[src/rtl/core/mpps_pkg.sv]
// Package for the maglev PID plant step core: widths, command codes and
// the controller-to-datapath command and status structs. No dependencies.
package mpps_pkg;

    localparam int unsigned QW = 32;
    localparam int unsigned NUM_REGS = 8;
    localparam int unsigned IDX_W = 3;

    localparam logic [IDX_W-1:0] REG_SETPOINT = 3'd0;
    localparam logic [IDX_W-1:0] REG_BIAS     = 3'd1;
    localparam logic [IDX_W-1:0] REG_KP       = 3'd2;
    localparam logic [IDX_W-1:0] REG_KI       = 3'd3;
    localparam logic [IDX_W-1:0] REG_KD       = 3'd4;
    localparam logic [IDX_W-1:0] REG_DT       = 3'd5;
    localparam logic [IDX_W-1:0] REG_GRAVITY  = 3'd6;
    localparam logic [IDX_W-1:0] REG_FORCE    = 3'd7;

    typedef enum logic [3:0] {
        OP_NONE,
        OP_INIT,
        OP_TICK_PREP,
        OP_MUL_VDT,
        OP_MUL_ADT,
        OP_MUL_EDT,
        OP_TICK_COMMIT,
        OP_MUL_KP,
        OP_MUL_KI,
        OP_MUL_KD,
        OP_CURRENT,
        OP_MUL_CC,
        OP_MUL_SQF,
        OP_MUL_PP,
        OP_DEN,
        OP_ACC_DONE
    } op_t;

    typedef struct packed {
        op_t  op;
        logic div_start;
        logic div_sel_acc;
    } dp_cmd_t;

    typedef struct packed {
        logic div_busy;
        logic mul_busy;
    } dp_status_t;

endpackage

[src/rtl/core/mpps_ctrl.sv]
// Controller state machine sequencing multiplies and divisions for one
// item. Depends on mpps_pkg.
module mpps_ctrl (
    input  logic                 clk,
    input  logic                 rst_n,
    input  logic                 in_fire,
    input  logic                 in_restart,
    input  logic                 out_free,
    input  mpps_pkg::dp_status_t status,
    output mpps_pkg::dp_cmd_t    cmd,
    output logic                 busy,
    output logic                 done
);
    typedef enum logic [4:0] {
        S_IDLE, S_INIT, S_PREP, S_VDT, S_W1, S_ADT, S_W2, S_EDT, S_DSTART,
        S_DWAIT, S_COMMIT, S_KP, S_W3, S_KI, S_W4, S_KD, S_W5, S_CUR,
        S_CC, S_W6, S_SQF, S_W7, S_PP, S_W8, S_DEN, S_ADIV, S_AWAIT,
        S_ACC, S_OUT
    } state_t;

    state_t state_reg, state_next;

    always_comb
    begin
        state_next      = state_reg;
        cmd.op          = mpps_pkg::OP_NONE;
        cmd.div_start   = 1'b0;
        cmd.div_sel_acc = 1'b0;
        case (state_reg)
            S_IDLE:   if (in_fire) state_next = in_restart ? S_INIT : S_PREP;
            S_INIT:   begin cmd.op = mpps_pkg::OP_INIT; state_next = S_KP; end
            S_PREP:   begin cmd.op = mpps_pkg::OP_TICK_PREP; state_next = S_VDT; end
            S_VDT:    begin cmd.op = mpps_pkg::OP_MUL_VDT; state_next = S_W1; end
            S_W1:     state_next = S_ADT;
            S_ADT:    begin cmd.op = mpps_pkg::OP_MUL_ADT; state_next = S_W2; end
            S_W2:     state_next = S_EDT;
            S_EDT:    begin cmd.op = mpps_pkg::OP_MUL_EDT; state_next = S_DSTART; end
            S_DSTART: begin cmd.div_start = 1'b1; state_next = S_DWAIT; end
            S_DWAIT:  if (!status.div_busy) state_next = S_COMMIT;
            S_COMMIT: begin cmd.op = mpps_pkg::OP_TICK_COMMIT; state_next = S_KP; end
            S_KP:     begin cmd.op = mpps_pkg::OP_MUL_KP; state_next = S_W3; end
            S_W3:     state_next = S_KI;
            S_KI:     begin cmd.op = mpps_pkg::OP_MUL_KI; state_next = S_W4; end
            S_W4:     state_next = S_KD;
            S_KD:     begin cmd.op = mpps_pkg::OP_MUL_KD; state_next = S_W5; end
            S_W5:     state_next = S_CUR;
            S_CUR:    begin cmd.op = mpps_pkg::OP_CURRENT; state_next = S_CC; end
            S_CC:     begin cmd.op = mpps_pkg::OP_MUL_CC; state_next = S_W6; end
            S_W6:     state_next = S_SQF;
            S_SQF:    begin cmd.op = mpps_pkg::OP_MUL_SQF; state_next = S_W7; end
            S_W7:     state_next = S_PP;
            S_PP:     begin cmd.op = mpps_pkg::OP_MUL_PP; state_next = S_W8; end
            S_W8:     state_next = S_DEN;
            S_DEN:    begin cmd.op = mpps_pkg::OP_DEN; state_next = S_ADIV; end
            S_ADIV:
            begin
                cmd.div_start = 1'b1; cmd.div_sel_acc = 1'b1; state_next = S_AWAIT;
            end
            S_AWAIT:  if (!status.div_busy) state_next = S_ACC;
            S_ACC:    begin cmd.op = mpps_pkg::OP_ACC_DONE; state_next = S_OUT; end
            S_OUT:    if (out_free) state_next = S_IDLE;
            default:  state_next = S_IDLE;
        endcase
    end

    always_ff @(posedge clk or negedge rst_n)
    begin
        if (!rst_n)
        begin
            state_reg <= S_IDLE;
        end
        else
        begin
            state_reg <= state_next;
        end
    end

    assign busy = (state_reg != S_IDLE);
    assign done = (state_reg == S_OUT) && out_free;
endmodule

[config.mk]
export PLATFORM = sky130hd
export DESIGN_NAME = mpps_ctrl
export DESIGN_NICKNAME = d
export VERILOG_FILES = /design/src/rtl/core/mpps_pkg.sv /design/src/rtl/core/mpps_ctrl.sv
export SDC_FILE = /design/constraint.sdc
export NUM_CORES = 1
export LEC_CHECK = 0
export ABC_CLOCK_PERIOD_IN_PS = 2160
export BUFFER_PORTS_ARGS = -buffer_cell sky130_fd_sc_hd__buf_2
export CELL_PAD_IN_SITES_DETAIL_PLACEMENT = 0
export CELL_PAD_IN_SITES_GLOBAL_PLACEMENT = 1
export CORE_MARGIN = 2
export CORE_UTILIZATION = 38
export CTS_CLUSTER_DIAMETER = 50
export CTS_CLUSTER_SIZE = 24
export DETAILED_ROUTE_END_ITERATION = 12
export GPL_TIMING_DRIVEN = 1
export PLACE_DENSITY_LB_ADDON = 0.1
export SLEW_MARGIN = 30
export SYNTH_ARGS = -nofsm -noshare
export SYNTH_HDL_FRONTEND = slang
export SYNTH_SLANG_ARGS = --single-unit
[constraint.sdc]
create_clock -name clk -period 2.16 [get_ports clk]
set_input_delay 0.216 -clock clk [delete_from_list [all_inputs] [get_ports clk]]
set_output_delay 0.216 -clock clk [all_outputs]
set_load 0.05 [all_outputs]
## Yosys cells after proc, flatten, opt, wreduce, memory -nomap -nowiden

Cells that the tools add are included.

| storage, ports and cells | value |
|---|---|
| flip-flop bits (word level) | 5 |
| word-level logic and storage cells | 48 |
| output and inout port bits | 8 |
| input bits | 7 |

| cells by class | value |
|---|---|
| muxes and demuxes | 9 |
| equality and inequality tests | 32 |
| reduce and logical (&&, ||, !) cells | 6 |

Operator list:

| cell | number |
|---|---|
| case mux 5 bit (28 select lines) | 1 |
| == test 5 bit, second input constant | 13 |
| case mux 4 bit (15 select lines) | 1 |
| == test 5 x 4 -> 1 bit, second input constant | 8 |
| == test 5 x 3 -> 1 bit, second input constant | 4 |
| two-way mux 5 bit | 4 |
| == test 5 x 2 -> 1 bit, second input constant | 2 |
| inequality test 2 bit, second input constant | 4 |
| == test 5 x 1 -> 1 bit, second input constant | 1 |
| zero test 5 bit | 1 |
| nonzero test 5 bit | 1 |
| AND reduction 4 bit | 1 |
| OR reduction 2 bit | 2 |
| two-way mux 1 bit | 2 |
| two-way mux 2 bit | 1 |
| logical AND 1 bit | 1 |

## Depth between registers and ports, before layout

Gate-level depths: netlist of run 1.

| logic depth | value |
|---|---|
| depth after elaboration | 3 |
| gate-level depth with buffers | 5 |
| gate-level depth less buffers | 4 |

## Least setup slack after synthesis of run 1

Ideal clock, no wire load.

| timing | value |
|---|---|
| path kind | flip-flop to output port |
| from | register state_reg[0] |
| to | output cmd[4] in the netlist's numbering |
| arrival time | 2.032 ns |
| cell stages (with the launch flop) | 6 |
| path slack | -0.088 ns |
| path buffers | 2 |
| cells stage by stage | dfrtp_1 > buf_6 > clkbuf_1 > inv_1 > a21oi_1 > o32ai_1 |

RTL lines:

| item | RTL line | RTL |
|---|---|---|
| from (decl) | mpps_ctrl.sv:21 | `state_t state_reg, state_next;` |
| from (signal assigned) | mpps_ctrl.sv:74 | `state_reg <= state_next;` |
| to (decl) | mpps_ctrl.sv:10 | `output mpps_pkg::dp_cmd_t cmd,` |

==> flow_metrics.tcl, run 1 <==
set metrics [dict create \
    drt_first_pass_iters 4 \
    syn_to_final_growth_pct 19.4 \
    period_share 0.928 \
    regToRegEndpoint "state_reg[4]" \
    reg2reg_from "state_reg[0]" \
    ys_seq_elements 5 \
    postCtsSetupRepairBufs 0 \
    cts_buffer_depth 2 \
    drive_gt1_frac 0.266 \
    syn_area_per_cell_um2 7.07 \
    initial_core_util 0.394 \
    hp-class "input port to flop" \
    cts-root-buf "clkbuf_4" \
    start_kind "flop" \
    antenna_left 0 \
    track_usage 0.179 \
    setup-tns-final_ns 0 \
    cp.arrival_ns 1.79 \
    cap_violations 0 \
    synth_edf_count 0 \
    drcViolationCount 0 \
    hold_violations 0 \
    grt_max_degree 20 \
    largest_reg_flops 5 \
    worstSetupEndpointType "primary output" \
    final_max_slew_viol_count 0 \
    diodes 0 \
    h-tree-depth 1 \
    grt_pass1_wl_mm 2.47 \
    std_cell_rows 14 \
    ctsHoldBuffers 1 \
    synth_top_cells_by_area "dfrtp_1 (22%), o21ai_0 (6.1%), nor2_1 (4.6%), a21oi_1 (4.4%), buf_2 (4.4%)" \
    ys_types 32 \
    io_pins 15 \
    grt_remaining_overflow 0 \
    grt_pass1_vias 555 \
    cts_buffers 3 \
    drt-initial-drc-count 14 \
    whs_path_depth 3 \
    routed-via-count 600 \
    antenna_found_initial 0 \
    tightest_slew_ns 0.561 \
    worstHoldEndpoint "state_reg[1]" \
    ctsResizeCount 0 \
    ys.flop_type "dfrtp_1" \
    synth_fp_nets 88 \
    synth_area_um2 573 \
    worstSetupPathType "flop to primary output" \
    cts.sinks 5 \
    min_period_ns 2.00 \
    dieArea_um2 1830 \
    routed_wl_mm 1.45 \
    relSlewSlack 0.626 \
    chipHeight_um 42.8 \
    cts_tree "built" \
    skew_ns 0.00327 \
    wl_per_cell_um 13.2 \
    post-dp-hpwl_mm 1.06 \
    nNetsFinal 102 \
    portBuffers 13 \
    cp_max_fo 15 \
    worstHoldStart "status[1]" \
    die_x_um 42.8 \
    clkLatencyLatePin_ns 0.24 \
    yosysWarningCount 0 \
    vias_per_cell 5.45 \
    reg2reg_depth 4 \
    syn_inst 81 \
    yosysTopAreaCell "dfrtp_1" \
    synth_top_area_share 0.218 \
    max_freq_mhz 499 \
    rrSetupSlack_ns 0.51 \
    path_clk_slew_ns 0.05 \
    outcome "finished, final reports clean" \
    rsz0062_at_grt "false" \
    setup_violations 0 \
    worstPathRequired_ns 1.94 \
    synth_async_sr_flop_share 1.00 \
    core_um2 1450 \
    ys_seq_area_frac 0.218 \
    gp_congestion 0.760 \
]
==> cells in the final DEF (no fill, tap or decap), drive strengths merged, types with 2 or more instances in the layout <==
cell and instances:
a21oi 5, and2 2, and3 2, buf 16
clkbuf 4, dfrtp 5, inv 6, mux2i 2
nand2 6, nand2b 2, nand3 5, nand3b 2
nor2 7, nor3 4, o21ai 8, o22ai 2
o31ai 3, xnor2 2
==> worst max path at each step <==
stage,from,end,slack (ns),cells past startpoint
5_1_grt,state_reg[3],cmd[5],0.03,5
3_3_place_gp,state_reg[3],cmd[5],0.42,5
3_5_place_dp,state_reg[3],cmd[5],0.41,5
6_report,state_reg[3],cmd[5],0.16,5
4_1_cts,state_reg[3],cmd[5],0.15,5
2_1_floorplan,state_reg[2],cmd[5],0.28,5
==> metrics by stage <==
stage | area [um2] | worst slack (ns) | util | cells | hold WS (ns)
2_1_floorplan | 586 | 0.283 | - | 81 | -0.0796
3_3_place_gp | 648 | 0.419 | 0.446 | 105 | 0.0288
3_5_place_dp | 648 | 0.408 | 0.446 | 105 | 0.0319
4_1_cts | 684 | 0.151 | 0.471 | 110 | 0.291
5_1_grt | 684 | 0.0271 | 0.471 | 110 | 0.331
6_report | 684 | 0.155 | 0.471 | 110 | 0.294
==> Yosys cell counts, types with 2 or more instances <==
library cell	instances
nand2b_1	2
nand3_1	4
o22ai_1	2
dfrtp_1	5
inv_1	6
nor3_1	4
mux2i_1	2
nand3b_1	2
o31ai_1	3
and2_1	2
nand2_1	6
nor2_1	7
buf_2	5
xnor2_1	2
and3_1	2
o21ai_0	7
a21oi_1	5
==> final cells by class <==
class                           count  area (um2)
Clock buffer                        4        26.3
Fill cell                         157         769
Inverter                            6        22.5
Multi-Input combinational cell     62         393
Sequential cell                     5         125
Tap cell                           16        20.0
Timing Repair Buffer               17        97.6
==> worst max-delay path: stages (launching register included) <==
cell and delay [ns]:
dfrtp_1 0.66, nand2b_1 0.19, mux2i_1 0.17, a221oi_1 0.10
o2bb2ai_1 0.16, buf_2 0.27
==> cell families after synthesis <==
kind of cell / synth area share
simple gates: 0.303
compound gates: 0.279
buf+inv: 0.118
flops: 0.218
xor+xnor: 0.0459
mux: 0.0349
==> per-layer routing <==
layer | vias to the layer above | track usage | routed length, um
met4 | 0 | 0.0750 | 16
met5 | - | 0 | 0
met2 | 25 | 0.285 | 649
met3 | 2 | 0.0511 | 81
met1 | 261 | 0.223 | 700
li1 | 312 | - | -
Power of run 1 is left out: the tool's default activity adds up to more than one toggle a clock period on the data nets, which glitch-free logic cannot reach.
==> run 2: changes to the inputs <==
ABC_CLOCK_PERIOD_IN_PS = 1950   (was 2160)
CORE_UTILIZATION = 35   (was 38)
clock period = 1.95 ns   (was 2.16 ns; I/O delays follow)
==> flow_metrics.tcl, run 2 (same netlist as run 1, synthesis figures left out) <==
set metrics [dict create \
    outcome "finished, final reports clean" \
    cp.arrival_ns 1.63 \
    largest_reg_flops 5 \
    regToRegEndpoint "state_reg[4]" \
    n_fill_cell 169 \
    rrSetupSlack_ns 0.43 \
    reg2reg_from "state_reg[4]" \
    cts_buffers 3 \
    cp_max_fo 14 \
    chipHeight_um 44.5 \
    worstPathRequired_ns 1.75 \
    slowest_stage "dfrtp_2" \
    wl_per_cell_um 13.3 \
    rsz0062_at_grt "false" \
    antenna_left 0 \
    cts.sinks 5 \
    setup-tns-final_ns 0 \
    relSlewSlack 0.792 \
    worstSetupPathDepth 4 \
    max_freq_mhz 547 \
    multiInputGateArea_um2 393 \
    clkLatencyLatePin_ns 0.24 \
    min_period_ns 1.83 \
    worst-path-buf-inv 1 \
    tightest_slew_ns 0.313 \
    final_common_cell "buf_2" \
    cts_tree "built" \
    drt_first_pass_iters 4 \
    io_pins 15 \
    start_kind "flop" \
    track_usage 0.177 \
    portBuffers 13 \
    drive_gt1_frac 0.320 \
    cts-root-buf "clkbuf_4" \
    grt_remaining_overflow 0 \
    drcViolationCount 0 \
    drt-initial-drc-count 6 \
    die_x_um 44.5 \
    worstSetupEndpointType "primary output" \
    layout_common_cells "buf_2 (13), nor2_1 (7), o21ai_0 (7)" \
    final_max_slew_viol_count 0 \
    routed_wl_mm 1.51 \
    diodes 0 \
    dieArea_um2 1980 \
    critPathCapture "cmd[5]" \
    routed-via-count 614 \
    grt_max_degree 19 \
    core_um2 1520 \
    initial_core_util 0.376 \
    vias_per_cell 5.43 \
    cts_buffer_depth 2 \
    reg2reg_depth 4 \
    postCtsSetupRepairBufs 0 \
    hp-class "input port to flop" \
    skew_ns 0.00289 \
    gp_congestion 0.732 \
    critical_path.top_delay_family "flip-flops" \
    seq_area_um2 129 \
    cap_violations 0 \
    post-dp-hpwl_mm 1.15 \
    antenna_found_initial 0 \
    cpPeakStageDelay_ns 0.50 \
    grt_pass1_wl_mm 2.55 \
    worstSetupPathType "flop to primary output" \
    grt_pass1_vias 549 \
    hold_violations 0 \
    startpoint "state_reg[0]" \
    h-tree-depth 1 \
    syn_to_final_growth_pct 24.0 \
    std_cell_rows 14 \
    setup_violations 0 \
    path_cells "xor2_1 -> a221oi_1 -> o2bb2ai_1 -> buf_2" \
    nNetsFinal 105 \
    path_clk_slew_ns 0.04 \
    period_share 0.938 \
]
run 2: cell types whose count changed in the layout (fill, tap and decap cells not counted):
cell     before  now
dfrtp_2       0    3
buf_4         3    6
dfrtp_1       5    2
run 2: layer usage:
metal / vias to the layer above / GRT usage / wire length [um]
li1: 324 / - / -
met2: 11 / 0.267 / 707
met1: 279 / 0.244 / 744
met4: 0 / 0.0182 / 0
met3: 0 / 0.0735 / 56
met5: - / 0 / 0
run 2: worst min-delay path: stages:
cell and delay, ns:
buf_2 0.12, nand3_1 0.08, o22ai_1 0.07
run 2: how the worst min path moves through the flow:
| stage | start | end | slack (ns) | cells after the start |
|---|---|---|---|---|
| 3_5_place_dp | rst_n | state_reg[4] | 0.01 | 1 |
| 3_3_place_gp | rst_n | state_reg[4] | 0.01 | 1 |
| 6_report | status[1] | state_reg[1] | 0.27 | 3 |
| 5_1_grt | status[1] | state_reg[1] | 0.26 | 3 |
| 4_1_cts | status[1] | state_reg[1] | 0.27 | 3 |
| 2_1_floorplan | rst_n | state_reg[0] | -0.10 | 0 |
run 2: repair_timing:
| action | in CTS | in global routing |
|---|---|---|
| endpoints found under the hold margin | 5 | 0 |
| resized for setup | 0 | 3 |
| hold buffers | 1 | 0 |
| endpoints found under the setup margin | 0 | 6 |
run 2: area by class of cell:
| class | count | area share |
|---|---|---|
| Inverter | 6 | 0.0317 |
| Clock buffer | 4 | 0.0370 |
| Sequential cell | 5 | 0.181 |
| Multi-Input combinational cell | 62 | 0.553 |
| Tap cell | 16 | 0.0282 |
| Timing Repair Buffer | 20 | 0.169 |
run 2: through the flow:
step                      hold WS [ns]  std cells  worst slack (ns)   util  area (um2)
after floorplan                 -0.101         81            0.0936      -         586
after global placement          0.0113        108             0.261  0.440         671
after detailed placement        0.0131        108             0.231  0.440         671
after CTS                        0.272        113            0.0184  0.464         707
after global routing             0.265        113           0.00414  0.466         711
final                            0.273        113             0.120  0.466         711
Power of run 2 is left out for the same reason.
